==> config.mk <==
export PLATFORM = sky130hd
export DESIGN_NAME = wsre_ctrl
export DESIGN_NICKNAME = d
export VERILOG_FILES = /design/src/hdl/wsre_pkg.sv /design/src/hdl/wsre_ctrl.sv
export SDC_FILE = /design/constraint.sdc
export NUM_CORES = 1
export LEC_CHECK = 0
export BUFFER_PORTS_ARGS = -buffer_cell sky130_fd_sc_hd__buf_4
export CORE_AREA = 2 2 43 45
export CTS_BUF_LIST = sky130_fd_sc_hd__clkbuf_4 sky130_fd_sc_hd__clkbuf_8
export CTS_CLUSTER_DIAMETER = 80
export DETAILED_ROUTE_END_ITERATION = 16
export DIE_AREA = 0 0 45 47
export PLACE_DENSITY = 0.73
export SYNTH_ARGS = -nofsm -noshare
export SYNTH_HDL_FRONTEND = slang
export SYNTH_SLANG_ARGS = --single-unit
==> constraint.sdc <==
create_clock -name clock -period 1.4 [get_ports clock]
set_clock_uncertainty 0.1 [all_clocks]
set_input_delay 0.07 -clock clock [delete_from_list [all_inputs] [get_ports clock]]
set_output_delay 0.07 -clock clock [all_outputs]
set_load 0.01 [all_outputs]
==> src/hdl/wsre_pkg.sv <==
// Shared types, widths and divider operation codes for the weighted spawn rate estimator.
// Used by every module of the block. No dependencies.
package wsre_pkg;

   // History depth: default and largest supported value.
   localparam int HISTORY_DEPTH_DEF = 8;
   localparam int HISTORY_DEPTH_MAX = 64;

   // Field widths.
   localparam int TIME_W  = 24;
   localparam int COUNT_W = 16;
   localparam int LIFE_W  = 32;
   localparam int OUT_W   = 32;

   // Working widths, sized for the largest history depth.
   localparam int SUM_W   = 30;   // sum of up to 63 Q8.16 intervals
   localparam int MEAN_W  = 24;
   localparam int WGT_W   = 41;   // 2^40 / interval sum
   localparam int WSUM_W  = 47;
   localparam int PROD_W  = 57;   // weight times a 16-bit operand
   localparam int RNUM_W  = 62;
   localparam int DNUM_W  = 79;

   // Shared divider geometry.
   localparam int DIV_REM_W  = 47;
   localparam int DIV_NUM_W  = 48;
   localparam int DIV_STEP_W = 6;

   // Divider operation codes.
   localparam logic [2:0] DIV_MEAN = 3'd0;
   localparam logic [2:0] DIV_WGT  = 3'd1;
   localparam logic [2:0] DIV_PER  = 3'd2;
   localparam logic [2:0] DIV_CNT  = 3'd3;
   localparam logic [2:0] DIV_LIFE = 3'd4;
   localparam logic [2:0] DIV_RATE = 3'd5;

   // Commands from the controller to the datapath.
   typedef struct packed {
      logic       take;
      logic       sum_init;
      logic       sum_step;
      logic       walk_init;
      logic       tsum_step;
      logic       div_start;
      logic       div_load;
      logic [2:0] div_op;
      logic       mul;
      logic       acc_step;
      logic       ladd;
      logic       vol;
      logic       out_load;
   } dp_cmd_type;

   // Status from the datapath to the controller.
   typedef struct packed {
      logic held_lt2;
      logic k_last;
      logic div_done;
      logic wsum_zero;
      logic out_free;
   } dp_status_type;

endpackage

==> src/hdl/wsre_ctrl.sv <==
// Controller state machine that sequences the estimator datapath.
// Depends on wsre_pkg for the command and status types.
module wsre_ctrl
   import wsre_pkg::*;
(
   input  logic          clock,
   input  logic          reset,
   input  logic          req_valid,
   output logic          req_ready,
   input  dp_status_type status,
   output dp_cmd_type    cmd
);

   localparam logic [4:0] S_IDLE  = 5'd0;
   localparam logic [4:0] S_SINIT = 5'd1;
   localparam logic [4:0] S_SRD   = 5'd2;
   localparam logic [4:0] S_SACC  = 5'd3;
   localparam logic [4:0] S_MGO   = 5'd4;
   localparam logic [4:0] S_MWAIT = 5'd5;
   localparam logic [4:0] S_WINIT = 5'd6;
   localparam logic [4:0] S_WRD   = 5'd7;
   localparam logic [4:0] S_WT    = 5'd8;
   localparam logic [4:0] S_WGO   = 5'd9;
   localparam logic [4:0] S_WWAIT = 5'd10;
   localparam logic [4:0] S_PGO   = 5'd11;
   localparam logic [4:0] S_PWAIT = 5'd12;
   localparam logic [4:0] S_MUL   = 5'd13;
   localparam logic [4:0] S_WACC  = 5'd14;
   localparam logic [4:0] S_CHK   = 5'd15;
   localparam logic [4:0] S_CGO   = 5'd16;
   localparam logic [4:0] S_CWAIT = 5'd17;
   localparam logic [4:0] S_LADD  = 5'd18;
   localparam logic [4:0] S_LGO   = 5'd19;
   localparam logic [4:0] S_LWAIT = 5'd20;
   localparam logic [4:0] S_RGO   = 5'd21;
   localparam logic [4:0] S_RWAIT = 5'd22;
   localparam logic [4:0] S_VOL   = 5'd23;
   localparam logic [4:0] S_FIN   = 5'd24;

   logic [4:0] state_ff, state_in;

   // Next state and command decode.
   always_comb begin
      state_in = state_ff;
      cmd      = '0;
      case (state_ff)
         S_IDLE: begin
            if (req_valid) begin
               cmd.take = 1'b1;
               state_in = S_SINIT;
            end
         end
         S_SINIT: begin
            if (status.held_lt2) begin
               state_in = S_FIN;
            end else begin
               cmd.sum_init = 1'b1;
               state_in     = S_SRD;
            end
         end
         S_SRD: state_in = S_SACC;
         S_SACC: begin
            cmd.sum_step = 1'b1;
            state_in     = status.k_last ? S_MGO : S_SRD;
         end
         S_MGO: begin
            cmd.div_start = 1'b1;
            cmd.div_op    = DIV_MEAN;
            state_in      = S_MWAIT;
         end
         S_MWAIT: begin
            cmd.div_op = DIV_MEAN;
            if (status.div_done) begin
               cmd.div_load = 1'b1;
               state_in     = S_WINIT;
            end
         end
         S_WINIT: begin
            cmd.walk_init = 1'b1;
            state_in      = S_WRD;
         end
         S_WRD: state_in = S_WT;
         S_WT: begin
            cmd.tsum_step = 1'b1;
            state_in      = S_WGO;
         end
         S_WGO: begin
            cmd.div_start = 1'b1;
            cmd.div_op    = DIV_WGT;
            state_in      = S_WWAIT;
         end
         S_WWAIT: begin
            cmd.div_op = DIV_WGT;
            if (status.div_done) begin
               cmd.div_load = 1'b1;
               state_in     = S_PGO;
            end
         end
         S_PGO: begin
            cmd.div_start = 1'b1;
            cmd.div_op    = DIV_PER;
            state_in      = S_PWAIT;
         end
         S_PWAIT: begin
            cmd.div_op = DIV_PER;
            if (status.div_done) begin
               cmd.div_load = 1'b1;
               state_in     = S_MUL;
            end
         end
         S_MUL: begin
            cmd.mul  = 1'b1;
            state_in = S_WACC;
         end
         S_WACC: begin
            cmd.acc_step = 1'b1;
            state_in     = status.k_last ? S_CHK : S_WRD;
         end
         S_CHK: state_in = status.wsum_zero ? S_FIN : S_CGO;
         S_CGO: begin
            cmd.div_start = 1'b1;
            cmd.div_op    = DIV_CNT;
            state_in      = S_CWAIT;
         end
         S_CWAIT: begin
            cmd.div_op = DIV_CNT;
            if (status.div_done) begin
               cmd.div_load = 1'b1;
               state_in     = S_LADD;
            end
         end
         S_LADD: begin
            cmd.ladd = 1'b1;
            state_in = S_LGO;
         end
         S_LGO: begin
            cmd.div_start = 1'b1;
            cmd.div_op    = DIV_LIFE;
            state_in      = S_LWAIT;
         end
         S_LWAIT: begin
            cmd.div_op = DIV_LIFE;
            if (status.div_done) begin
               cmd.div_load = 1'b1;
               state_in     = S_RGO;
            end
         end
         S_RGO: begin
            cmd.div_start = 1'b1;
            cmd.div_op    = DIV_RATE;
            state_in      = S_RWAIT;
         end
         S_RWAIT: begin
            cmd.div_op = DIV_RATE;
            if (status.div_done) begin
               cmd.div_load = 1'b1;
               state_in     = S_VOL;
            end
         end
         S_VOL: begin
            cmd.vol  = 1'b1;
            state_in = S_FIN;
         end
         S_FIN: begin
            if (status.out_free) begin
               cmd.out_load = 1'b1;
               state_in     = S_IDLE;
            end
         end
         default: state_in = S_IDLE;
      endcase
   end

   always_ff @(posedge clock) begin
      if (reset) begin
         state_ff <= S_IDLE;
      end else begin
         state_ff <= state_in;
      end
   end

   assign req_ready = (state_ff == S_IDLE);

endmodule

After elaboration in Yosys (flattened, before gate mapping)
Cells that the tools add are included.

Bits in registers: 5. Output and inout bits: 16. Word-level logic and storage cells: 72.

Equal/unequal tests: 32. Multiplexer cells: 30. Reductions and logical operators: 9.

Operators with widths (number): 5-bit case mux with 25 select lines (1); 5-bit == test, second input constant (9); 5-bit 2-to-1 mux (9); 5-bit by 4-bit == test with 1-bit output, second input constant (8); 5-bit by 3-bit == test with 1-bit output, second input constant (4); 1-bit 2-to-1 mux (16); 2-bit inequality test, second input constant (8); 3-bit case mux with 5 select lines (1); 6-bit OR reduction (2); 5-bit by 2-bit == test with 1-bit output, second input constant (2); 2-bit OR reduction (5); 4-bit 2-to-1 mux (2); 8-bit AND reduction (1); 5-bit by 1-bit == test with 1-bit output, second input constant (1); 5-bit zero test (1); 3-bit 2-to-1 mux (1).

Longest topological paths before layout
Depth after elaboration: 3. Mapped depth: 7. Mapped depth without buffers: 5.

Least setup slack after synthesis
No wires, ideal clock.

Path type: flip-flop to output port. From: reg state_ff[1]. To: out cmd[14] (netlist name). Data arrival time: 1295 ps. Required time: 1230 ps. Slack: -65 ps. Stages on the path, launching flop included: 5. Path through: dfxtp_1 -> buf_6 -> nor3_1 -> nor3b_1 -> and2_1.

RTL lines: start: declaration (RTL line wsre_ctrl.sv:40) `logic [4:0] state_ff, state_in;`; start signal: assignment (RTL line wsre_ctrl.sv:178) `state_ff <= state_in;`; end: declaration (RTL line wsre_ctrl.sv:11) `output dp_cmd_type cmd`.

==> impl_metrics.csv <==
group,metric,value,unit
status,status,"complete, but fails checks",
status,failed_checks,"setup timing",
synth,synthCells,95,
die,pin_count,24,
synth,synth_ff_type,"dfxtp_1",
placed_design,dp.cells,153,
synth,synth-edff-count,0,
synth,avgSynthCellArea,7.40,sq um
worst_setup_path,cp.required,1.23,ns
clock_tree,path_clk_slew,0.05,ns
detailed_routing,wl_per_cell,24.7,um
detailed_routing,antenna_left,0,
global_route,grt_usage,0.300,
clock_tree,cts_num_sinks,5,
clock_tree,root_buffer,"clkbuf_4",
sta,whs,0.0511,ns
hold_path,whs_path_depth,3,
detailed_routing,dr_total_vias,1233,
sta,slew_headroom,0.708,
die,die_x,45,um
die,start_util,0.426,
synth,syn_nets,103,
job,maxCapViolCount,0,
placed_design,place_congestion,0.881,
global_route,gr-total-overflow,0,
sta,setup_ws,-0.342,ns
die,dieArea,0.00212,sq mm
clock_tree,clk_latency,0.25,ns
synth,yosysSeqAreaShare,0.142,
cells_and_area,diodes,0,
cells_and_area,final_area,0.00158,sq mm
clock_tree,clk_path_buf_depth,2,
global_route,grt_pass1_wl,4470,um
worst_setup_path,critPathKind,"reg -> out",
worst_setup_path,startpoint_type,"register",
pwr,ir_worst_vdd,1.30,mV
clock_tree,cts_buffers,3,
placed_design,dpl.hpwl,1690,um
synth,synth_top_area_share,0.142,
cells_and_area,reg.largest.list,"state_ff (5)",
placed_design,portBuffers,23,
pwr,p_per_area,1320,mW/mm^2
cells_and_area,instances_no_fill,180,
synth,netlist_top_cells_count,"9 x nand2_1, 9 x nor2_1, 6 x nor3_1",
cells_and_area,top_register,"state_ff",
cells_and_area,drive_above_1_share,0.742,
sta,worst_slew_pin_slew,0.437,ns
sta,finalSetupViolCount,21,
sta,finalHoldViolations,0,
synth,yosysTopAreaCell,"dfxtp_1",
sta,fmax,574,MHz
cells_and_area,area_growth,124,%
synth,ys_ff_latch,5,
synth,synthesis.area,703,sq um
global_route,first_global_vias,978,
sta,final.setup.tns,-4.40,ns
worst_setup_path,end_kind,"primary output",
worst_setup_path,cp_max_fo,5,
global_route,antenna_found_initial,0,
worst_setup_path,worstPathArrival,1.57,ns
sta,finalCritPeriodShare,1.24,
detailed_routing,wl,4450,um
die,rows,15,
cells_and_area,fin_util,0.955,
synth,yosysWarnings,0,
die,dieHeight,47,um
worst_setup_path,reg2reg_depth,8,
hold_path,hp-class,"in -> reg",
clock_tree,cts_tree,"done",
cells_and_area,largest_register_ffs,5,
placed_design,placed_cell_area,0.00105,sq mm
global_route,grt_start_max_net_pins,9,
detailed_routing,dr.pass1.iters,5,
detailed_routing,route.detailed.drc,0,
pwr,power.leakage,0.000688,uW
sta,rsz0062_at_grt,"true",
sta,slew_violations,0,
sta,min_period,1.74,ns
synth,synth_area_leaders,"dfxtp_1 14%, nand2_1 4.8%, nor2_1 4.8%",
synth,ys_types,37,
detailed_routing,drt_iter0_markers,90,
cells_and_area,num-fill-cells,41,
clock_tree,h-tree-depth,1,
detailed_routing,via_per_inst,6.85,
cells_and_area,finalNetCount,172,
die,core,0.00165,sq mm
synth,async_flop_share,0,
[metrics by stage]
| step | setup WS (ns) | power (uW) |
|---|---|---|
| 2_1_floorplan | -0.0227 | 761 |
| 3_3_place_gp | -0.104 | 1160 |
| 3_5_place_dp | -0.162 | 1190 |
| 4_1_cts | -0.309 | 1720 |
| 5_1_grt | -0.386 | 2140 |
| 6_report | -0.342 | 2090 |
[metal layers]
metal	vias up	GRT usage	wire length, um
li1	480	-	-
met1	575	0.348	1510
met2	127	0.537	2120
met3	51	0.0654	432
met4	0	0.118	384
met5	-	0	0
[cells in the final DEF (no fill, tap or decap), types with 3 or more instances in the layout]
master,instances
buf_4,50
buf_6,16
nor2_1,6
nand2_1,5
dfxtp_4,5
nand2b_4,4
clkbuf_4,4
nand2_2,3
nor3_4,3
and3_4,3
a21oi_1,3
buf_8,3
[report_power, final]
part | internal (uW) | leakage (uW) | total (uW) | switching [uW]
Combinational | 861 | 0.000625 | 1640 | 780
Sequential | 186 | 0.0000445 | 251 | 65.4
Clock | 128 | 0.0000184 | 198 | 70.1
Total | 1170 | 0.000688 | 2090 | 915
[cell type report]
type	instances	area (sq um)	area share
Multi-Input combinational cell	77	732	0.464
Sequential cell	5	119	0.0753
Tap cell	17	21.3	0.0135
Inverter	4	20.0	0.0127
Timing Repair Buffer	73	656	0.416
Clock buffer	4	30.0	0.0190
[what timing repair did]
action	CTS	global route
pin swaps	12	12
hold buffers	1	0
resized for setup	51	24
endpoints found under the setup margin	20	20
hold endpoints to repair	1	0
setup buffers	17	6
[critical path, cell delays in order (launching register included)]
cell and delay [ns]:
dfxtp_4 0.36, nand2b_4 0.16, mux2_2 0.26, or3_4 0.33, o21ai_2 0.08, buf_6 0.13
[path summary, 6_finish.rpt]
check / startpoint / to / slack [ns]
worst max-delay path: state_ff[4] / cmd[5] / -0.34
worst min-delay path: status[2] / state_ff[1] / 0.05
worst max register to register: state_ff[3] / state_ff[4] / -0.34
worst min register to register: state_ff[0] / state_ff[0] / 0.65
[kinds of logic after synthesis]
kind of cell	Yosys count	synth area share
AOI/OAI and AO/OA	24	0.299
and+or+nand+nor	46	0.354
muxes	3	0.0445
xor gates and xnor gates	4	0.0498
DFF	5	0.142
buffers and inverters	13	0.110
No activity file was read; power rests on OpenSTA's default activity.
